==> src/design/spgi_pkg.sv <==
`default_nettype none

package spgi_pkg;

    // Field widths
    localparam int DIM_W     = 7;
    localparam int CELL_W    = 6;
    localparam int POS_W     = 12;
    localparam int CFG_IDX_W = 2;

    // Grid size limits and reset size
    localparam int DEFAULT_MAX_DIM = 64;
    localparam int GRID_RESET      = 64;

    typedef logic [CFG_IDX_W-1:0] cfg_index_t;

    // Register indexes
    localparam cfg_index_t REG_GRID_ROWS = 2'd0;
    localparam cfg_index_t REG_GRID_COLS = 2'd1;

endpackage

`default_nettype wire

==> src/design/spiral_grid_index.sv <==
`default_nettype none

// Maps a cell (cell_row, cell_col) of a grid_rows x grid_cols grid to its position along a
// clockwise inward spiral that starts at 0 in the top-left corner; a cell outside the grid
// returns pos_valid = 0 with spiral_pos = 0. The block is a four-stage pipeline (bound
// check, ring search, ring-length product and in-ring offset, final add); it takes one item
// every cycle and slows only when the output side holds off out_ready. Grid sizes are
// written through the cfg port (index 0 rows, index 1 columns; other indexes are ignored),
// clipped to MAX_DIM on write, and must only change while no item is in flight.
module spiral_grid_index #(
    parameter int MAX_DIM = spgi_pkg::DEFAULT_MAX_DIM
) (
    input  wire logic                              clk,
    input  wire logic                              rst_n,

    input  wire logic                              cfg_write,
    input  wire logic [spgi_pkg::CFG_IDX_W-1:0]    cfg_index,
    input  wire logic [spgi_pkg::DIM_W-1:0]        cfg_data,

    input  wire logic                              in_valid,
    output logic                                   in_ready,
    input  wire logic [spgi_pkg::CELL_W-1:0]       cell_row,
    input  wire logic [spgi_pkg::CELL_W-1:0]       cell_col,

    output logic                                   out_valid,
    input  wire logic                              out_ready,
    output logic [spgi_pkg::POS_W-1:0]             spiral_pos,
    output logic                                   pos_valid
);

    localparam int DIM_W  = spgi_pkg::DIM_W;
    localparam int CELL_W = spgi_pkg::CELL_W;
    localparam int POS_W  = spgi_pkg::POS_W;
    localparam int SUM_W  = DIM_W + 1;
    localparam int PROD_W = DIM_W + SUM_W;

    localparam int RESET_DIM_I =
        (spgi_pkg::GRID_RESET > MAX_DIM) ? MAX_DIM : spgi_pkg::GRID_RESET;
    localparam logic [DIM_W-1:0] RESET_DIM = DIM_W'(RESET_DIM_I);

    function automatic logic [DIM_W-1:0] sat_dim(input logic [DIM_W-1:0] v);
        return (int'(v) > MAX_DIM) ? DIM_W'(MAX_DIM) : v;
    endfunction

    function automatic logic [DIM_W-1:0] min_dim(input logic [DIM_W-1:0] a,
                                                 input logic [DIM_W-1:0] b);
        return (a < b) ? a : b;
    endfunction

    // ------------------------------------------------------------------
    // Grid size registers
    // ------------------------------------------------------------------
    logic [DIM_W-1:0] rows_reg;
    logic [DIM_W-1:0] cols_reg;

    always_ff @(posedge clk or negedge rst_n)
    begin
        if (!rst_n)
        begin
            rows_reg <= RESET_DIM;
            cols_reg <= RESET_DIM;
        end
        else if (cfg_write)
        begin
            unique case (cfg_index)
                spgi_pkg::REG_GRID_ROWS:
                begin
                    rows_reg <= sat_dim(cfg_data);
                end
                spgi_pkg::REG_GRID_COLS:
                begin
                    cols_reg <= sat_dim(cfg_data);
                end
                default:
                begin
                    // drop writes to unknown indexes
                end
            endcase
        end
    end

    // ------------------------------------------------------------------
    // Pipeline control
    // ------------------------------------------------------------------
    logic v1_reg, v2_reg, v3_reg, v4_reg;
    logic en1, en2, en3, en4;

    assign en4      = !v4_reg || out_ready;
    assign en3      = !v3_reg || en4;
    assign en2      = !v2_reg || en3;
    assign en1      = !v1_reg || en2;
    assign in_ready = en1;

    always_ff @(posedge clk or negedge rst_n)
    begin
        if (!rst_n)
        begin
            v1_reg <= 1'b0;
            v2_reg <= 1'b0;
            v3_reg <= 1'b0;
            v4_reg <= 1'b0;
        end
        else
        begin
            if (en1)
            begin
                v1_reg <= in_valid;
            end
            if (en2)
            begin
                v2_reg <= v1_reg;
            end
            if (en3)
            begin
                v3_reg <= v2_reg;
            end
            if (en4)
            begin
                v4_reg <= v3_reg;
            end
        end
    end

    // ------------------------------------------------------------------
    // Stage 1: bound check, distances to bottom and right edges
    // ------------------------------------------------------------------
    logic              in1_next;
    logic [DIM_W-1:0]  db1_next, dr1_next;

    logic              in1_reg;
    logic [CELL_W-1:0] row1_reg, col1_reg;
    logic [DIM_W-1:0]  db1_reg, dr1_reg, rows1_reg, cols1_reg;

    assign in1_next = ({1'b0, cell_row} < rows_reg) && ({1'b0, cell_col} < cols_reg);
    assign db1_next = rows_reg - {1'b0, cell_row} - DIM_W'(1);
    assign dr1_next = cols_reg - {1'b0, cell_col} - DIM_W'(1);

    always_ff @(posedge clk)
    begin
        if (en1 && in_valid)
        begin
            in1_reg   <= in1_next;
            row1_reg  <= cell_row;
            col1_reg  <= cell_col;
            db1_reg   <= db1_next;
            dr1_reg   <= dr1_next;
            rows1_reg <= rows_reg;
            cols1_reg <= cols_reg;
        end
    end

    // ------------------------------------------------------------------
    // Stage 2: ring number (distance to the nearest edge)
    // ------------------------------------------------------------------
    logic [DIM_W-1:0]  ring2_next;

    logic              in2_reg;
    logic [CELL_W-1:0] row2_reg, col2_reg;
    logic [DIM_W-1:0]  db2_reg, dr2_reg, rows2_reg, cols2_reg, ring2_reg;

    assign ring2_next = min_dim(min_dim({1'b0, row1_reg}, {1'b0, col1_reg}),
                                min_dim(db1_reg, dr1_reg));

    always_ff @(posedge clk)
    begin
        if (en2 && v1_reg)
        begin
            in2_reg   <= in1_reg;
            row2_reg  <= row1_reg;
            col2_reg  <= col1_reg;
            db2_reg   <= db1_reg;
            dr2_reg   <= dr1_reg;
            rows2_reg <= rows1_reg;
            cols2_reg <= cols1_reg;
            ring2_reg <= ring2_next;
        end
    end

    // ------------------------------------------------------------------
    // Stage 3: half the total length of the outer rings, ring*(rows+cols-2*ring),
    // and the offset within the cell's own ring
    // ------------------------------------------------------------------
    logic [SUM_W-1:0]  span3;
    logic [PROD_W-1:0] prod3_next;
    logic [POS_W-1:0]  off3_next;
    logic [POS_W-1:0]  row_e, col_e, db_e, dr_e, ring_e, w_e, hgap_e, wgap_e;

    logic              in3_reg;
    logic [PROD_W-1:0] prod3_reg;
    logic [POS_W-1:0]  off3_reg;

    assign span3      = {1'b0, rows2_reg} + {1'b0, cols2_reg} - {ring2_reg, 1'b0};
    assign prod3_next = PROD_W'(ring2_reg * span3);

    assign row_e  = POS_W'(row2_reg);
    assign col_e  = POS_W'(col2_reg);
    assign db_e   = POS_W'(db2_reg);
    assign dr_e   = POS_W'(dr2_reg);
    assign ring_e = POS_W'(ring2_reg);
    // ring width, and the spans of its right column and bottom row
    assign w_e    = POS_W'(cols2_reg) - {ring_e[POS_W-2:0], 1'b0};
    assign hgap_e = POS_W'(rows2_reg) - POS_W'(1) - {ring_e[POS_W-2:0], 1'b0};
    assign wgap_e = POS_W'(cols2_reg) - POS_W'(1) - {ring_e[POS_W-2:0], 1'b0};

    always_comb
    begin
        priority if ({1'b0, row2_reg} == ring2_reg)
        begin
            off3_next = col_e - ring_e;
        end
        else if (dr2_reg == ring2_reg)
        begin
            off3_next = w_e + row_e - ring_e - POS_W'(1);
        end
        else if (db2_reg == ring2_reg)
        begin
            off3_next = w_e + hgap_e + dr_e - ring_e - POS_W'(1);
        end
        else
        begin
            off3_next = w_e + hgap_e + wgap_e + db_e - ring_e - POS_W'(1);
        end
    end

    always_ff @(posedge clk)
    begin
        if (en3 && v2_reg)
        begin
            in3_reg   <= in2_reg;
            prod3_reg <= prod3_next;
            off3_reg  <= off3_next;
        end
    end

    // ------------------------------------------------------------------
    // Stage 4: final add and output register
    // ------------------------------------------------------------------
    logic [POS_W-1:0] pos4_next;
    logic [POS_W-1:0] pos4_reg;
    logic             in4_reg;

    assign pos4_next = in3_reg ? (POS_W'({prod3_reg, 1'b0}) + off3_reg) : '0;

    always_ff @(posedge clk)
    begin
        if (en4 && v3_reg)
        begin
            pos4_reg <= pos4_next;
            in4_reg  <= in3_reg;
        end
    end

    assign out_valid  = v4_reg;
    assign spiral_pos = pos4_reg;
    assign pos_valid  = in4_reg;

`ifndef SYNTH
    // the ring of an inside cell never reaches past the middle row
    assert property (@(posedge clk) disable iff (!rst_n)
        (v2_reg && in2_reg) |-> ({1'b0, ring2_reg, 1'b0} < {2'b00, rows2_reg}))
        else $error("ring index beyond half the grid height");

    assert property (@(posedge clk) disable iff (!rst_n)
        (out_valid && !pos_valid) |-> (spiral_pos == '0))
        else $error("outside cell gives a non-zero position");

    assert property (@(posedge clk) disable iff (!rst_n)
        (v3_reg && !en4) |=> (v3_reg && $stable(prod3_reg) && $stable(off3_reg)))
        else $error("stage 3 item lost or changed under stall");
`endif

endmodule

`default_nettype wire

==> config.mk <==
export PLATFORM = sky130hd
export DESIGN_NAME = spiral_grid_index
export DESIGN_NICKNAME = d
export VERILOG_FILES = /design/src/design/spgi_pkg.sv /design/src/design/spiral_grid_index.sv
export SDC_FILE = /design/constraint.sdc
export NUM_CORES = 1
export LEC_CHECK = 0
export BUFFER_PORTS_ARGS = -buffer_cell sky130_fd_sc_hd__buf_2
export CORE_MARGIN = 3
export CORE_UTILIZATION = 40
export DETAILED_ROUTE_END_ITERATION = 10
export PLACE_DENSITY = 0.69
export RECOVER_POWER = 25
export SETUP_SLACK_MARGIN = 0.5
export SLEW_MARGIN = 15
export SYNTH_ARGS = -nofsm -noshare
export SYNTH_HDL_FRONTEND = slang
export SYNTH_SLANG_ARGS = --single-unit
==> constraint.sdc <==
create_clock -name clk -period 6.9 [get_ports clk]
set_clock_uncertainty 0.15 [all_clocks]
set_input_delay 0.345 -clock clk [delete_from_list [all_inputs] [get_ports clk]]
set_output_delay 0.345 -clock clk [all_outputs]
set_load 0.01 [all_outputs]
==> flow_metrics.tcl, run 1 <==
set metrics [dict create \
    status "completed" \
    multi_input_area_sq_um 6845 \
    slew_viol_final 0 \
    coreArea_sq_um 28780 \
    vias 7771 \
    clkLatencyLatePin_ps 430 \
    numCtsBuffers 17 \
    final_cell_mix "inv_1 (187), ha_1 (146), edfxtp_1 (126)" \
    die_h_um 177.1 \
    yosys.cell_types.count 57 \
    relSlewSlack_pct 26.68 \
    antenna_left 0 \
    path_clk_slew_ps 70 \
    synth_cells 1102 \
    yosys_warnings 0 \
    cts.sinks 144 \
    drt_first_pass_iters 5 \
    seq_area_sq_um 4237 \
    syn-num-nets 1353 \
    drc_errors 0 \
    cts_root_buf "clkbuf_16" \
    hold_path.class "in2reg" \
    cp.required_ps 6940 \
    tightestPinTransition_ps 1100 \
    cp-end-kind "flop" \
    final_common_cell "inv_1" \
    path_buf_inv 6 \
    grt_overflow 0 \
    die_w_um 177.1 \
    synth-seq-cells 144 \
    io_pins 41 \
    synth_edf_count 126 \
    cts_tree "yes" \
    floorplan.die_area_sq_um 31360 \
    cts_buffer_depth 2 \
    setup_tns_ps 0 \
    antenna_found_initial 1 \
    path_depth 23 \
    grt_usage_pct 16.72 \
    synth_flop_cell "edfxtp_1" \
    grt_max_degree 49 \
    grt_pass1_wl_um 40420 \
    htreeDepth 4 \
    min_period_ps 6164 \
    viasPerCell 4.921 \
    nFillCells 2595 \
    whs_path_depth 3 \
    path_cells "buf_4 > inv_1 > fa_1 > inv_1 > ha_2 > a21oi_4 > o21bai_1 > a21oi_2 > xnor2_2 > and2_1 > fa_1 > inv_1 > fa_1 > fa_1 > inv_1 > fa_1 > ha_1 > inv_1 > o21bai_1 > a21oi_1 > o21ai_0 > xnor3_1 > xnor2_1" \
    maxCapViolCount 0 \
    yosysSeqAreaShare_pct 36.19 \
    r2r_cells 23 \
    insertedDiodeCount 0 \
    netlist_area_sq_um 11710 \
    cp.arrival_ps 6200 \
    wl_per_cell_um 15.80 \
    nets 1433 \
    gp_congestion 0.8791 \
    portBuffers 40 \
    hpwl_um 20540 \
    crit_path_top_delay_cell "fa_1" \
    syn_avg_cell_area_sq_um 10.62 \
    crit_path_start_kind "flop" \
    setup_viol 0 \
    async_flop_share_pct 12.50 \
    critPathTopFamily "adder cells" \
    finalHoldViolCount 0 \
    initial_core_util_pct 40.68 \
    critPathKind "reg2reg" \
    period_share_pct 89.33 \
    rsz0062_at_grt "true" \
    cpPeakStageDelay_ps 540 \
    finalWirelength_um 24950 \
    synthToLayoutAreaGrowth_pct 14.20 \
    worstPathMaxFanout 6 \
    drtIter0Drc 436 \
    first_global_vias 7923 \
    core.rowCount 62 \
    final_layout_size_suffix_gt1_share_pct 10.79 \
    clock.fmax_mhz 162.2 \
]
-- through the flow --
step	hold slack, ps	instance area, sq um	instances	util (%)	setup WS [ps]
final	44.52	13370	1579	46.46	736.5
after global placement	157.0	12450	1526	43.25	601.8
after detailed placement	160.1	12450	1526	43.25	530.8
after global routing	57.04	13370	1579	46.46	460.7
after CTS	15.87	13180	1571	45.80	517.5
after floorplan	-100.6	11710	1102	-	500.8
-- synth_stat cells (2+ instances only) --
library cell	n	area, sq um
nor2_1	60	225.2
and4_1	2	17.52
inv_1	190	713.2
or3_1	3	18.77
nand2_1	63	236.5
o21bai_1	16	120.1
a21boi_0	3	22.52
nor4_1	2	12.51
nand4_1	5	31.28
a2111oi_0	2	17.52
o21a_1	4	30.03
nor3_1	12	60.06
o22ai_1	2	12.51
nand3_1	7	35.03
o211ai_1	4	30.03
a211o_1	2	17.52
a211oi_1	5	37.54
and2_1	24	150.1
o31ai_1	3	22.52
ha_1	149	1864
mux2i_1	14	140.1
xor2_1	24	210.2
or2_2	2	12.51
a21o_1	16	120.1
o2111ai_1	2	17.52
o41ai_1	2	17.52
fa_1	76	1521
nand2b_1	28	175.2
mux2_2	5	56.30
dfrtp_1	16	400.4
xnor2_1	63	551.8
nor2b_1	16	100.1
maj3_1	2	20.02
a21oi_1	69	345.3
o21ai_0	49	245.2
clkbuf_1	13	48.80
edfxtp_1	126	3784
dfstp_2	2	52.55
-- repair_timing --
action | in CTS | in global routing
buffers inserted | 0 | 8
endpoints found under the hold margin | 28 | 0
setup endpoints to repair | 2 | 7
pin swaps | 0 | 6
cloned | 0 | 0
hold buffers | 13 | 0
gates resized for setup | 1 | 22
-- final timing paths --
path | startpoint | slack, ps | to
worst max-delay path | cols2_reg[2]$_DFFE_PP_ | 740 | prod3_reg[10]$_DFFE_PP_
worst min-delay path | cfg_data[4] | 40 | rows_reg[4]$_DFFE_PN0P_
worst max register to register | cols2_reg[2]$_DFFE_PP_ | 740 | prod3_reg[10]$_DFFE_PP_
worst min register to register | rows1_reg[0]$_DFFE_PP_ | 280 | rows2_reg[0]$_DFFE_PP_
max in group asynchronous | rst_n | 5520 | v2_reg$_DFFE_PN0P_
min in group asynchronous | rst_n | 460 | cols_reg[0]$_DFFE_PN0P_
-- cell type report --
type / instances / share of cell area (%)
Inverter: 191 / 5.362
Clock inverter: 14 / 1.263
Sequential cell: 144 / 31.69
Timing Repair Buffer: 75 / 3.687
Clock buffer: 18 / 3.210
Multi-Input combinational cell: 753 / 51.20
Tap cell: 384 / 3.593
-- layer usage --
metal / routed length (um) / track usage [%]
met3: 969 / 3.239
met4: 660 / 5.434
met1: 10960 / 21.18
met5: 0 / 0
met2: 12360 / 28.80
-- worst reg2reg max path, stage by stage, from the launching register on --
cell and delay [ps]:
edfxtp_1 440, buf_4 180, inv_1 90, fa_1 430, inv_1 80, ha_2 310
a21oi_4 190, o21bai_1 90, a21oi_2 200, xnor2_2 140, and2_1 200, fa_1 490
inv_1 50, fa_1 460, fa_1 540, inv_1 50, fa_1 470, ha_1 340
inv_1 50, o21bai_1 140, a21oi_1 110, o21ai_0 170, xnor3_1 420, xnor2_1 130
-- cells by family (layout without fill, tap and decap cells) --
| logic type | Yosys count | in the layout | synth area share (%) |
|---|---|---|---|
| compound gates | 189 | 189 | 9.971 |
| fa+ha+maj | 227 | 227 | 29.09 |
| other cells | 1 | 1 | 0.03203 |
| buf+inv | 205 | 298 | 6.605 |
| simple gates | 227 | 227 | 9.383 |
| mux | 19 | 19 | 1.678 |
| xor+xnor | 90 | 90 | 7.054 |
| flops | 144 | 144 | 36.19 |
Power of run 1 is left out: the tool's default activity adds up to more than one toggle a clock period on the data nets, which glitch-free logic cannot reach.
==> inputs of run 2 (changes only) <==
--- a/config.mk
+++ b/config.mk
@@ -9,6 +9,7 @@
 export CORE_MARGIN = 3
 export CORE_UTILIZATION = 40
 export DETAILED_ROUTE_END_ITERATION = 10
+export MAX_ROUTING_LAYER = met4
 export PLACE_DENSITY = 0.69
 export RECOVER_POWER = 25
 export SETUP_SLACK_MARGIN = 0.5
==> run 2 against run 1 <==
Fmax grew 0.21%. Register-to-register slack is essentially flat. Worst hold slack lost 3.3 ps. Sequential share of layout area is essentially flat. Sequential cell count is the same. Global-route usage grew 0.48 points. Setup slack gained 13 ps. Non-clock buffer count is the same. First-iteration DRC count shrank 15%. Count of clock-buffer cells in the layout is the same. Via count shrank 0.33%. Die area is the same. Highest routed layer unchanged.
==> flow_metrics.tcl, run 2 (synthesized netlist as in run 1, its figures left out) <==
set metrics [dict create \
    status "completed" \
    htreeDepth 4 \
    grt_usage_pct 17.20 \
    clock.fmax_mhz 162.6 \
    r2r_cells 21 \
    finalWirelength_um 25190 \
    viasPerCell 4.905 \
    core.rowCount 62 \
    final_common_cell "inv_1" \
    final_layout_size_suffix_gt1_share_pct 11.05 \
    setup_tns_ps 0 \
    synthToLayoutAreaGrowth_pct 14.34 \
    drt_first_pass_iters 5 \
    cts_buffer_depth 2 \
    nFillCells 2623 \
    gp_congestion 0.8791 \
    cp.arrival_ps 6170 \
    drtIter0Drc 369 \
    final_cell_mix "inv_1 (187), ha_1 (147), edfxtp_1 (126)" \
    worstPathMaxFanout 5 \
    cp-startpoint "cols2_reg[2]$_DFFE_PP_" \
    min_period_ps 6151 \
    drc_errors 0 \
    setup_viol 0 \
    die_h_um 177.1 \
    final_util_pct 46.51 \
    first_global_vias 7873 \
    tightestPinTransition_ps 1089 \
    reg2reg_to "off3_reg[11]$_DFFE_PP_" \
    grt_overflow 0 \
    period_share_pct 89.14 \
    antenna_found_initial 0 \
    io_pins 41 \
    finalHoldViolCount 0 \
    floorplan.die_area_sq_um 31360 \
    vias 7745 \
    nets 1433 \
    rrSetupSlack_ps 750 \
    r2r-start "cols2_reg[2]$_DFFE_PP_" \
    cp-end-kind "flop" \
    rsz0062_at_grt "false" \
    cp.required_ps 6920 \
    hpwl_um 20520 \
    maxCapViolCount 0 \
    critPathCapture "off3_reg[11]$_DFFE_PP_" \
    antenna_left 0 \
    initial_core_util_pct 40.68 \
    critPathKind "reg2reg" \
    cts_tree "yes" \
    portBuffers 40 \
    grt_max_degree 49 \
    coreArea_sq_um 28780 \
    numCtsBuffers 17 \
    crit_path_start_kind "flop" \
    wl_per_cell_um 15.95 \
    die_w_um 177.1 \
    cts.sinks 144 \
    hold_path.class "in2reg" \
    slew_viol_final 0 \
    grt_pass1_wl_um 40360 \
    path_clk_slew_ps 70 \
    cts_root_buf "clkbuf_16" \
    insertedDiodeCount 0 \
    relSlewSlack_pct 27.42 \
    clkLatencyLatePin_ps 430 \
]
[run 2: cell types whose count changed in the layout (fill, tap and decap cells not counted), sizes merged]
| cell | delta |
|---|---|
| clkinv | +1 |
| bufinv | -1 |
| inv | +1 |
| clkinvlp | -1 |
[run 2: cell type report]
class | instances | area (sq um) | area share [%]
multi-input combinational | 753 | 6857 | 51.22
clock inverter | 14 | 163.9 | 1.224
clock buffer | 18 | 439.2 | 3.281
inverter | 191 | 716.9 | 5.356
tap | 384 | 480.5 | 3.589
sequential | 144 | 4237 | 31.65
timing repair buffer | 75 | 493.0 | 3.683
[run 2: worst min-delay path by stage]
stage,from,end,slack (ps),cells past startpoint
2_1_floorplan,rst_n,cols_reg[0]$_DFFE_PN0P_,-100,0
3_3_place_gp,rst_n,rows_reg[4]$_DFFE_PN0P_,160,1
3_5_place_dp,rst_n,cols_reg[5]$_DFFE_PN0P_,160,1
4_1_cts,cell_col[3],col1_reg[3]$_DFFE_PP_,20,1
5_1_grt,cfg_data[2],rows_reg[2]$_DFFE_PN0P_,80,3
6_report,cfg_data[4],rows_reg[4]$_DFFE_PN0P_,40,3
[run 2: worst max-delay path: stages, from the launching register on]
cell and delay, ps:
edfxtp_1 500, ha_1 350, a21oi_1 70, o21ai_1 190, xor2_1 270, fa_1 510, ha_4 290, and2_1 150
a31o_2 210, a41o_1 240, or2_2 310, xnor2_2 170, fa_1 530, fa_1 540, inv_1 40, ha_1 370
a21o_1 180, a21o_1 200, a31oi_2 230, o21ai_0 150, xnor2_1 170, o211ai_1 90
[run 2: metal layers]
layer	global-route usage, %	share of wire (%)	vias to the layer above
met5	-	0	-
met4	7.234	3.8	0
met3	2.574	3.7	58
met2	28.06	48	149
met1	21.45	44	3694
li1	-	-	3844
[run 2: timing repair]
item | in CTS | in global routing
pin swaps | 1 | 5
gates resized for setup | 1 | 23
hold buffers | 13 | 0
setup buffers | 1 | 8
setup endpoints to repair | 3 | 7
endpoints found under the hold margin | 28 | 0
cloned | 0 | 0
[run 2: metrics by stage]
stage,std cells,hold WS [ps],setup WS [ps],cell area [sq um]
floorplan,1102,-100.6,500.8,11710
global placement,1525,155.5,532.4,12440
detailed placement,1525,156.8,466.7,12440
CTS,1571,16.50,505.1,13190
global route,1579,78.68,449.6,13390
finish,1579,41.19,749.3,13390
Power of run 2 is left out for the same reason.
==> inputs of run 3 (changes only) <==
==> constraint.sdc (replaced) <==
create_clock -name clk -period 6.9 [get_ports clk]
set_clock_uncertainty 0.15 [all_clocks]
set_input_delay 1.38 -clock clk [delete_from_list [all_inputs] [get_ports clk]]
set_output_delay 1.38 -clock clk [all_outputs]
set_load 0.01 [all_outputs]
==> run 3 against run 2 <==
Fmax about the same. Global-route usage barely moved. Critical path depth did not move. First-iteration DRC count fell by 0.27%.
==> flow_metrics.tcl, run 3 (synthesized netlist as in run 1, its figures left out) <==
set metrics [dict create \
    maxCapViolCount 0 \
    nets 1420 \
    rrSetupSlack_ps 740 \
    critPathKind "reg2reg" \
    cts_tree "yes" \
    cts_root_buf "clkbuf_16" \
    setup_viol 0 \
    portBuffers 40 \
    rsz0062_at_grt "false" \
    final_common_cell "inv_1" \
    use_met1_pct 21.47 \
    cp.required_ps 6920 \
    clock.fmax_mhz 162.5 \
    hold_path.class "reg2reg" \
    period_share_pct 89.21 \
    drc_errors 0 \
    setup_tns_ps 0 \
    critPathCapture "off3_reg[11]$_DFFE_PP_" \
    r2r-start "cols2_reg[2]$_DFFE_PP_" \
    slew_viol_final 0 \
    final_layout_size_suffix_gt1_share_pct 11.25 \
    grtUsageMet3_pct 2.617 \
    htreeDepth 4 \
    cts_hold_buf 0 \
    coreArea_sq_um 28780 \
    antenna_found_initial 0 \
    io_pins 41 \
    worstPathMaxFanout 5 \
    grt_max_degree 49 \
    use_met2_pct 27.88 \
    nFillCells 2631 \
    finalWirelength_um 25140 \
    insertedDiodeCount 0 \
    grt_pass1_wl_um 40250 \
    top_usage_layer "met2" \
    relSlewSlack_pct 27.57 \
    synthToLayoutAreaGrowth_pct 13.24 \
    cp-end-kind "flop" \
    wl_per_cell_um 16.05 \
    antenna_left 0 \
    die_h_um 177.1 \
    final_cell_mix "inv_1 (187), ha_1 (147), edfxtp_1 (126)" \
    grt_usage_pct 17.17 \
    cp-startpoint "cols2_reg[2]$_DFFE_PP_" \
    first_global_vias 7824 \
    core.rowCount 62 \
    crit_path_start_kind "flop" \
    drt_first_pass_iters 5 \
    hpwl_um 20520 \
    status "completed" \
    gp_congestion 0.8791 \
    vias 7691 \
    drtIter0Drc 368 \
    viasPerCell 4.911 \
    path_clk_slew_ps 70 \
    grt_overflow 0 \
    die_w_um 177.1 \
    cp.arrival_ps 6180 \
    min_period_ps 6156 \
    r2r_cells 21 \
    cts_buffer_depth 2 \
    cts.sinks 144 \
    tightestPinTransition_ps 1086 \
    finalHoldViolCount 0 \
    reg2reg_to "off3_reg[11]$_DFFE_PP_" \
    numCtsBuffers 17 \
    initial_core_util_pct 40.68 \
    floorplan.die_area_sq_um 31360 \
    clkLatencyLatePin_ps 430 \
]
## run 3: critical path, stage by stage (launching register included)
cell      delay, ps
edfxtp_1        500
ha_1            350
a21oi_1          70
o21ai_1         190
xor2_1          270
fa_1            510
ha_4            280
and2_1          150
a31o_2          210
a41o_1          240
or2_2           310
xnor2_2         170
fa_1            530
fa_1            540
inv_1            40
ha_1            370
a21o_1          180
a21o_1          200
a31oi_2         230
o21ai_0         150
xnor2_1         170
o211ai_1         90
## run 3: worst min-delay path by stage
stage / startpoint / depth (start not counted) / slack, ps / to
2_1_floorplan: cols1_reg[0]$_DFFE_PP_ / 0 / 250 / cols2_reg[0]$_DFFE_PP_
5_1_grt: cols1_reg[6]$_DFFE_PP_ / 0 / 290 / cols2_reg[6]$_DFFE_PP_
4_1_cts: rows1_reg[0]$_DFFE_PP_ / 0 / 280 / rows2_reg[0]$_DFFE_PP_
6_report: cols1_reg[6]$_DFFE_PP_ / 0 / 280 / cols2_reg[6]$_DFFE_PP_
3_5_place_dp: rows1_reg[0]$_DFFE_PP_ / 0 / 260 / rows2_reg[0]$_DFFE_PP_
3_3_place_gp: rows1_reg[0]$_DFFE_PP_ / 0 / 250 / rows2_reg[0]$_DFFE_PP_
## run 3: stage by stage
stage / worst slack (ps) / instance area [sq um] / hold WS [ps] / instances / utilization [%]
2_1_floorplan: 500.8 / 11710 / 250.3 / 1102 / -
3_3_place_gp: 532.4 / 12440 / 254.7 / 1525 / 43.22
3_5_place_dp: 466.7 / 12440 / 256.3 / 1525 / 43.22
4_1_cts: 505.1 / 13060 / 281.4 / 1558 / 45.36
5_1_grt: 449.6 / 13260 / 292.9 / 1566 / 46.07
6_report: 744.3 / 13260 / 277.7 / 1566 / 46.07
## run 3: repair_timing
item | 4_1_cts | 5_1_grt
setup endpoints to repair | 3 | 7
gates resized for setup | 1 | 23
endpoints found under the hold margin | 0 | 0
pin swaps | 1 | 5
setup buffers | 1 | 8
## run 3: metal layers
metal  wire length (um)  part of all wire [%]
met2              12070                    48
met3                916                   3.6
met5                  0                     0
met4                948                   3.8
met1              11200                    45
## run 3: area by class of cell
cell class              count  area (sq um)  share of cell area (%)
clock buffers              18         439.2                   3.313
clock inverters            14         163.9                   1.236
inverters                 191         716.9                   5.408
multi-input cells         753          6857                   51.72
flip-flops and latches    144          4237                   31.96
well taps                 384         480.5                   3.624
repair buffers             62         364.1                   2.746
Power of run 3 is left out for the same reason.
